===== src/rtl/osa_pkg.sv =====
// Shared types and codes for the ordered slot array.
`timescale 1ns / 1ps
package osa_pkg;

  localparam int POS_BITS = 11;

  typedef logic [POS_BITS-1:0] pos_t;

  typedef enum logic [2:0] {
    CMD_READ    = 3'd0,
    CMD_FIND    = 3'd1,
    CMD_INSERT  = 3'd2,
    CMD_REPLACE = 3'd3,
    CMD_REMOVE  = 3'd4,
    CMD_MOVE    = 3'd5,
    CMD_CLEAR   = 3'd6
  } cmd_t;

  typedef enum logic [1:0] {
    STS_OK    = 2'd0,
    STS_RANGE = 2'd1,
    STS_FULL  = 2'd2,
    STS_MISS  = 2'd3
  } status_t;

  typedef enum logic [1:0] {
    MODE_UP   = 2'd0,
    MODE_DOWN = 2'd1,
    MODE_ZERO = 2'd2
  } region_mode_t;

  typedef enum logic [1:0] {
    ST_IDLE  = 2'd0,
    ST_EVAL  = 2'd1,
    ST_APPLY = 2'd2
  } osa_state_t;

  typedef struct packed {
    logic         region_en;
    region_mode_t mode;
    pos_t         lo;
    pos_t         hi;
    logic         load_en;
    pos_t         load_idx;
    pos_t         rd_idx;
    pos_t         fill;
  } cell_ctl_t;

endpackage


===== src/rtl/osa_cell.sv =====
// One slot of the array: holds or loads a word, shifts from a neighbor or clears, compares and reads.
`timescale 1ns / 1ps
module osa_cell #(
  parameter int WORD_BITS = 32,
  parameter int INDEX     = 0
) (
  input  logic                  clk,
  input  osa_pkg::cell_ctl_t    ctl,
  input  logic [WORD_BITS-1:0]  load_data,
  input  logic [WORD_BITS-1:0]  key,
  input  logic [WORD_BITS-1:0]  left,
  input  logic [WORD_BITS-1:0]  right,
  output logic [WORD_BITS-1:0]  slot,
  output logic                  match,
  output logic [WORD_BITS-1:0]  read_part
);
  import osa_pkg::*;

  localparam pos_t MY_IDX = pos_t'(INDEX);

  logic [WORD_BITS-1:0] slot_q;
  logic [WORD_BITS-1:0] slot_next;

  always_comb begin
    slot_next = slot_q;
    if (ctl.load_en && (ctl.load_idx == MY_IDX)) begin
      slot_next = load_data;
    end else if (ctl.region_en && (MY_IDX >= ctl.lo) && (MY_IDX <= ctl.hi)) begin
      case (ctl.mode)
        MODE_UP:   slot_next = left;
        MODE_DOWN: slot_next = right;
        MODE_ZERO: slot_next = '0;
        default:   slot_next = slot_q;
      endcase
    end
  end

  always_ff @(posedge clk) begin
    slot_q <= slot_next;
  end

  assign slot      = slot_q;
  assign match     = (slot_q == key) && (MY_IDX < ctl.fill);
  assign read_part = (ctl.rd_idx == MY_IDX) ? slot_q : '0;

endmodule


===== config.mk =====
export PLATFORM = sky130hd
export DESIGN_NAME = osa_cell
export DESIGN_NICKNAME = d
export VERILOG_FILES = /design/src/rtl/osa_pkg.sv /design/src/rtl/osa_cell.sv
export SDC_FILE = /design/constraint.sdc
export NUM_CORES = 1
export LEC_CHECK = 0
export BUFFER_PORTS_ARGS = -buffer_cell sky130_fd_sc_hd__buf_2
export CORE_AREA = 3 3 97 99
export CTS_CLUSTER_SIZE = 30
export DETAILED_ROUTE_END_ITERATION = 12
export DIE_AREA = 0 0 100 102
export PLACE_DENSITY_LB_ADDON = 0.12
export SLEW_MARGIN = 20
export SYNTH_ARGS = -nofsm -noshare
export SYNTH_HDL_FRONTEND = slang
export SYNTH_SLANG_ARGS = --single-unit
export TNS_END_PERCENT = 5

===== constraint.sdc =====
create_clock -name clk -period 5.04 [get_ports clk]
set_input_delay 0.504 -clock clk [delete_from_list [all_inputs] [get_ports clk]]
set_output_delay 0.504 -clock clk [all_outputs]
set_load 0.03 [all_outputs]

==> out/metrics.cfg, run 1 <==
[outcome]
outcome=completed

[cts]
cts_hold_buf=0
cts_tree=yes
cts_root_buf=clkbuf_8
ctsResizeCount=0
clock-sinks=32
cts_max_path_buffers=2
cts.clk_slew.worst_paths_ns=0.07
cts.htree.levels=2
cts_setup_buffers=0
cts_made_buffers=5

[setup_path]
crit_fanout=3
crit_type=flip-flop to primary output
startpoint_type=flip-flop
slowest_stage=nor4_1
cp.depth=5
crit_buf_inv=1
critPathArrivalTime_ns=1.99
cp-end-kind=primary output
path_cells=xor2_1, nor4_1, nand4_1, nor4_1, buf_2
crit_top_cell=nor4_1
cpPeakStageDelay_ns=0.43
cpLargestDelayFamily=simple AND/OR/NAND/NOR gates
worstPathRequired_ns=4.54

[timing]
slew_headroom_pct=30.0
hold_violations=0
max_freq_mhz=401
min_period_ns=2.49
final.setup.tns_ns=0
worst_slew_pin_slew_ns=1.05
finalSetupViolations=0
rsz0062_at_grt=no
finalMaxSlewViolations=0
fin_crit_sh_pct=49.5

[global_route]
track_usage_pct=16.2
antenna_found_initial=0
grt_pass1_vias=2671
grt_first_pass_wirelength_mm=12.9
grt_max_degree=66
grt_overflow=0

[min_path]
min_to=slot[19]
hold_start=load_data[19]
hp-class=input port to flip-flop
hold_depth=3

[final_layout]
regArea_um2=961
final_cell_mix=buf_2, a21oi_1, nor2b_1, nor2_1, edfxtp_1
fillerInstances=925
final_net_count=701
design_area_um2=3810
multiInputGateArea_um2=1400
area_growth_pct=56.9
drive_above_1_share_pct=53.6
final_util_pct=44.2
mostFrequentLayoutCell=buf_2
largest_reg_flops=32
diodes=0

[synthesis]
synth_compound_area_share_pct=13.7
ys_ff_latch=32
syn_inst=276
synthFlopType=edfxtp_1
yosysWarnings=0
synth-simple-area-share_pct=30.1
synth.avg_cell_area_um2=8.81
synthTopCellsByArea=edfxtp_1, a21oi_1, xor2_1, nor2b_1, and2_2
ys_seq_area_share_pct=39.5
ys_async_sr_fraction_pct=0
synth.area.mux_share_pct=0
synth_edf_count=32
synth_top_family_by_area=simple AND/OR/NAND/NOR gates
synth_top_area_share_pct=39.5
synth_fa_ha_area_share_pct=1.54
synth_fp_nets=467
yosys.cell_types.count=23
yosys.area.top_type=edfxtp_1
yosys.area_share.xor_xnor_pct=11.5
synth_area_um2=2430

[routing]
vias=2801
viasPerCell=4.53
post-route-drc-count=0
first_pass_iters=4
avgRoutedWirePerCell_um=14.5
wl_mm=8.96
ant_nets=0
drt_iter0_markers=40

[power_and_ir_drop]
peakVddDrop_v=0.0000772
p_per_area_nw_per_um2=164
leakage_nw=1.81

[die]
coreArea_um2=8640
core.rowCount=34
die_h_um=102
ios=253
start_util_pct=28.2
die_area_um2=10200
die_w_um=100

[place]
routabilityCongestion=0.788
placed_area_um2=3730
hpwlAfterDp_mm=7.33
io_buffer_count=241

[flow_run]
drv_cap=0

-- cells in the mapped netlist (2+ instances only) --
master    instances
nor4b_1           2
xnor2_1           8
nor4_1           15
nor2b_1          32
clkbuf_2          3
a21oi_1          63
edfxtp_1         32
nand4_1           3
nor2_1           32
and2_2           21
buf_2             9
inv_1             2
nand3_1           3
and2_1           12
clkbuf_1          5
xor2_1           24
ha_1              3
nand2_1           2
-- where the power goes --
group | total (W) | internal [W] | switching, W | leakage, nW
clock | 0.000188 | 0.0000961 | 0.0000916 | 0.0399
combinational | 0.000141 | 0.0000812 | 0.0000597 | 1.52
sequential | 0.000297 | 0.000297 | 0.000000143 | 0.257
-- per-layer routing --
| layer | global-route usage (%) | wire length [um] | vias up | share of wire (%) |
|---|---|---|---|---|
| met5 | 0 | 0 | - | 0 |
| met4 | 4.15 | 138 | 0 | 1.5 |
| met3 | 3.34 | 763 | 10 | 8.5 |
| met2 | 31.3 | 4690 | 143 | 52 |
| met1 | 18.1 | 3370 | 1225 | 38 |
| li1 | - | - | 1423 | - |
-- final cells by class --
| class | instances | share of cell area, % |
|---|---|---|
| clock buffer | 7 | 2.00 |
| clock inverter | 1 | 0.0984 |
| inverter | 2 | 0.197 |
| multi-input combinational | 225 | 36.7 |
| sequential | 32 | 25.2 |
| tap | 108 | 3.54 |
| timing repair buffer | 244 | 32.2 |
-- through the flow --
stage	instances	hold WS, ns	total power (W)	worst slack, ns
3_5_place_dp	611	0.835	0.000444	2.67
4_1_cts	619	0.538	0.000638	2.52
5_1_grt	619	0.552	0.000664	2.42
6_report	619	0.547	0.000625	2.55
2_1_floorplan	276	0.734	0.000363	1.40
3_3_place_gp	611	0.831	0.000442	2.62
-- cells by family (layout without fill, tap and decap cells) --
family / Yosys count / in the layout
AOI/OAI and AO/OA: 66 / 66
xor gates and xnor gates: 32 / 32
adders and majority gates: 3 / 3
buffers and inverters: 19 / 254
DFF: 32 / 32
and+or+nand+nor: 124 / 124
-- how the worst max path moves through the flow --
stage	slack, ns	to	start
after detailed placement	2.67	slot[13]	ctl[54]
after global placement	2.62	slot[20]	ctl[56]
after CTS	2.52	match	slot[19]
final	2.55	match	slot[19]
after global routing	2.42	match	slot[19]
after floorplan	1.40	slot[0]	ctl[54]
(Power assumes the default switching activity.)
==> run 2, diff against run 1 <==
clock period = 2.55 ns   (was 5.04 ns; I/O delays follow)
==> out/metrics.cfg, run 2 (synthesis gave the netlist of run 1 again) <==
[global_route]
grt_max_degree=39  ; -41%
antenna_found_initial=0  ; unchanged
grt_first_pass_wirelength_mm=13.3  ; +3.3%
track_usage_pct=16.7  ; +0.49 points
grt_overflow=0  ; unchanged
grt_pass1_vias=2755  ; +3.1%

[final_layout]
largest_reg_flops=32  ; unchanged
drive_above_1_share_pct=53.7  ; +0.091 points
stdcell_count=620  ; +0.16%
diodes=0  ; unchanged
final_cell_mix=buf_2, a21oi_1, nor2b_1, nor2_1, edfxtp_1
final_net_count=702  ; +0.14%
mostFrequentLayoutCell=buf_2
area_growth_pct=57.2

[routing]
viasPerCell=4.49  ; -0.80%
first_pass_iters=4  ; unchanged
vias=2783  ; -0.64%
drt_iter0_markers=58  ; +45%
avgRoutedWirePerCell_um=14.9  ; +3.1%
ant_nets=0  ; unchanged
post-route-drc-count=0  ; unchanged
wl_mm=9.25  ; +3.2%

[timing]
finalMaxSlewViolations=0  ; unchanged
min_period_ns=2.24
final.setup.tns_ns=0  ; unchanged
fin_crit_sh_pct=87.7
hold_violations=0  ; unchanged
fin_ws_ns=0.313  ; -2.23 ns
slew_headroom_pct=30.6  ; +0.53 points
max_freq_mhz=447
finalSetupViolations=0  ; unchanged
worst_slew_pin_slew_ns=1.04  ; -0.00795 ns
rsz0062_at_grt=no
holdWs_ns=0.302  ; -0.245 ns

[setup_path]
crit_fanout=3  ; unchanged
startpoint_type=flip-flop
crit_type=flip-flop to primary output
worstPathRequired_ns=2.30  ; -2.24 ns
cp-end-kind=primary output
critPathArrivalTime_ns=1.98  ; about the same

[power_and_ir_drop]
p_total_w=0.00123  ; +97%
leakage_nw=1.82  ; +0.23%
peakVddDrop_v=0.000148  ; +92%
p_per_area_nw_per_um2=322  ; +97%

[cts]
cts.clk_slew.worst_paths_ns=0.06  ; about the same
cts_tree=yes
cts_made_buffers=5  ; unchanged
cts_root_buf=clkbuf_8
clock-sinks=32  ; unchanged
cts_hold_buf=0  ; unchanged
cts_setup_buffers=0  ; unchanged
cts.htree.levels=2  ; unchanged
cts_max_path_buffers=2  ; unchanged
ctsResizeCount=0  ; unchanged

[min_path]
hp-class=input port to flip-flop

[place]
hpwlAfterDp_mm=7.64  ; +4.2%
pre_cts_slack_ns=0.466  ; -2.20 ns
dp_cells=612  ; +0.16%
io_buffer_count=241  ; unchanged
routabilityCongestion=0.776  ; -1.6%

[die]
core.rowCount=34  ; unchanged
die_h_um=102  ; unchanged
coreArea_um2=8640  ; unchanged
die_area_um2=10200  ; unchanged
die_w_um=100  ; unchanged
start_util_pct=28.2  ; unchanged
ios=253  ; unchanged

[flow_run]
drv_cap=0  ; unchanged

[outcome]
outcome=completed

==> run 2: cell types whose count changed in the layout (fill, tap and decap cells not counted) <==
cell and change:
buf_4 +1
==> run 2: metal layers <==
metal | up-vias | share of wire [%] | wire length [um] | track usage [%]
li1 | 1427 | - | - | -
met1 | 1197 | 37 | 3380 | 18.3
met2 | 149 | 52 | 4840 | 32.7
met3 | 10 | 9.5 | 874 | 3.28
met4 | 0 | 1.6 | 150 | 4.46
met5 | - | 0 | 0 | 0
==> run 2: worst paths after layout <==
kind          start        to  slack, ns  depth (start not counted)
max        slot[19]     match       0.31                          5
min   load_data[17]  slot[17]       0.30                          3
==> run 2: area by class of cell <==
type                    count  area, um^2
clock buffers               7        76.3
inverters                   2        7.51
multi-input cells         225        1400
repair buffers            245        1240
fillers                   930        4810
flip-flops and latches     32         961
well taps                 108         135
clock inverters             1        3.75
==> run 2: worst max-delay path, stage by stage, from the launching register on <==
cell	delay [ns]
edfxtp_1	0.43
xor2_1	0.20
nor4_1	0.45
nand4_1	0.21
nor4_1	0.19
buf_2	0.24
==> run 2: report_power, final <==
part | internal (W) | switching [W] | total (W)
clock | 0.000190 | 0.000178 | 0.000368
combinational | 0.000160 | 0.000117 | 0.000277
sequential | 0.000586 | 0.000000295 | 0.000586
total | 0.000936 | 0.000295 | 0.00123
==> run 2: per-stage QoR <==
| step | utilization, % | area, um^2 |
|---|---|---|
| 3_3_place_gp | 43.3 | 3740 |
| 5_1_grt | 44.2 | 3820 |
| 4_1_cts | 44.2 | 3820 |
| 6_report | 44.2 | 3820 |
| 2_1_floorplan | - | 2430 |
| 3_5_place_dp | 43.3 | 3740 |
==> run 3, diff against run 2 <==
PLACE_DENSITY = 0.75   (was not set)
PLACE_DENSITY_LB_ADDON = not set   (was 0.12)
==> out/metrics.cfg, run 3 (synthesis gave the netlist of run 1 again) <==
[outcome]
outcome=completed

[setup_path]
crit_fanout=3  ; unchanged
critPathArrivalTime_ns=2.05  ; +0.07 ns
cp-end-kind=primary output
crit_type=flip-flop to primary output
startpoint_type=flip-flop
worstPathRequired_ns=2.30  ; about the same

[final_layout]
final_net_count=702  ; unchanged
final_cell_mix=buf_2, a21oi_1, nor2b_1, nor2_1, edfxtp_1
area_growth_pct=57.3  ; about the same
drive_above_1_share_pct=54.2  ; +0.50 points
diodes=0  ; unchanged
design_area_um2=3820  ; about the same
mostFrequentLayoutCell=buf_2
largest_reg_flops=32  ; unchanged

[cts]
cts_made_buffers=5  ; unchanged
cts_root_buf=clkbuf_8
clock-sinks=32  ; unchanged
cts.htree.levels=2  ; unchanged
cts_max_path_buffers=2  ; unchanged
cts.clk_slew.worst_paths_ns=0.07  ; about the same
cts_tree=yes

[place]
routabilityCongestion=0.852  ; +9.8%
placed_area_um2=3740  ; about the same
io_buffer_count=241  ; unchanged
hpwlAfterDp_mm=7.61  ; -0.46%

[die]
core.rowCount=34  ; unchanged
coreArea_um2=8640  ; unchanged
die_h_um=102  ; unchanged
ios=253  ; unchanged
start_util_pct=28.2  ; unchanged
die_w_um=100  ; unchanged
die_area_um2=10200  ; unchanged

[timing]
min_period_ns=2.31  ; +0.0711 ns
rsz0062_at_grt=no
final.setup.tns_ns=0  ; unchanged
finalMaxSlewViolations=0  ; unchanged
slew_headroom_pct=31.3  ; +0.72 points
fin_crit_sh_pct=90.5  ; +2.8 points
worst_slew_pin_slew_ns=1.03  ; -0.0108 ns
finalSetupViolations=0  ; unchanged
max_freq_mhz=433  ; -3.1%
hold_violations=0  ; unchanged

[power_and_ir_drop]
p_seq_share_pct=47.4  ; -0.2 points
switching_power_w=0.000305  ; +3.4%
switching_share_pct=24.7  ; +0.70 points
peakVddDrop_v=0.000175  ; +18%
pwr-share-comb_pct=23.1  ; +0.6 points
p_int_w=0.000932  ; -0.43%
power_frac_clock_pct=29.5  ; -0.4 points
leakage_nw=1.82  ; about the same
p_per_area_nw_per_um2=323  ; +0.39%

[routing]
ant_nets=0  ; unchanged
post-route-drc-count=0  ; unchanged
vias=2892  ; +3.9%
avgRoutedWirePerCell_um=15.0  ; +0.50%
first_pass_iters=4  ; unchanged
drt_iter0_markers=66  ; +14%
viasPerCell=4.67  ; +4.1%
wl_mm=9.28  ; +0.34%

[flow_run]
drv_cap=0  ; unchanged

[global_route]
antenna_found_initial=0  ; unchanged
track_usage_pct=16.9  ; +0.22 points
grt_first_pass_wirelength_mm=13.4  ; +0.31%
grt_max_degree=35  ; -10%
grt_pass1_vias=2756  ; +0.036%
grt_overflow=0  ; unchanged

[min_path]
hold_depth=3  ; unchanged
hp-class=input port to flip-flop

[run 3: cell types whose count changed in the layout (fill, tap and decap cells not counted), sizes merged]
cell / delta
clkbuf: -1
[run 3: repair_timing]
item / 4_1_cts / 5_1_grt
setup endpoints to repair: 0 / 1
buffers inserted: 0 / 0
resized for setup: 0 / 1
hold buffers: 0 / 0
[run 3: layer usage]
| layer | up-vias | routed length, um | GRT usage [%] |
|---|---|---|---|
| li1 | 1427 | - | - |
| met2 | 146 | 4870 | 32.9 |
| met4 | 0 | 159 | 4.66 |
| met5 | - | 0 | 0 |
| met1 | 1308 | 3510 | 18.9 |
| met3 | 11 | 739 | 2.87 |
[run 3: final cells by class]
class                           instances  area [um^2]
Timing Repair Buffer                  245         1240
Tap cell                              108          135
Sequential cell                        32          961
Inverter                                2         7.51
Multi-Input combinational cell        225         1410
Fill cell                             889         4810
Clock inverter                          1         5.00
Clock buffer                            6         72.6
[run 3: power groups by stage]
stage,sequential (W),combinational [W],clock [W]
global route,0.000586,0.000319,0.000406
CTS,0.000586,0.000287,0.000379
finish,0.000586,0.000286,0.000365
global placement,0.000598,0.000275,0
detailed placement,0.000598,0.000285,0
floorplan,0.000598,0.000120,0
[run 3: path summary, 6_finish.rpt]
path / end / from / slack (ns)
max: match / slot[30] / 0.24
min: slot[21] / load_data[21] / 0.31
[run 3: worst max-delay path, cell delays in order (launching register included)]
cell and delay, ns:
edfxtp_1 0.43, xor2_1 0.19, nor4_1 0.39, nand4_1 0.21, nor4_1 0.30, buf_2 0.27
[run 3: metrics by stage]
step,setup WS [ns],total power (W),std cells,util [%],hold slack (ns)
after floorplan,0.0214,0.000718,276,-,0.485
after global placement,0.398,0.000873,612,43.3,0.574
after detailed placement,0.336,0.000883,612,43.3,0.580
after CTS,0.0760,0.00125,619,44.2,0.285
after global routing,0.0225,0.00131,619,44.3,0.316
final,0.242,0.00124,619,44.3,0.306
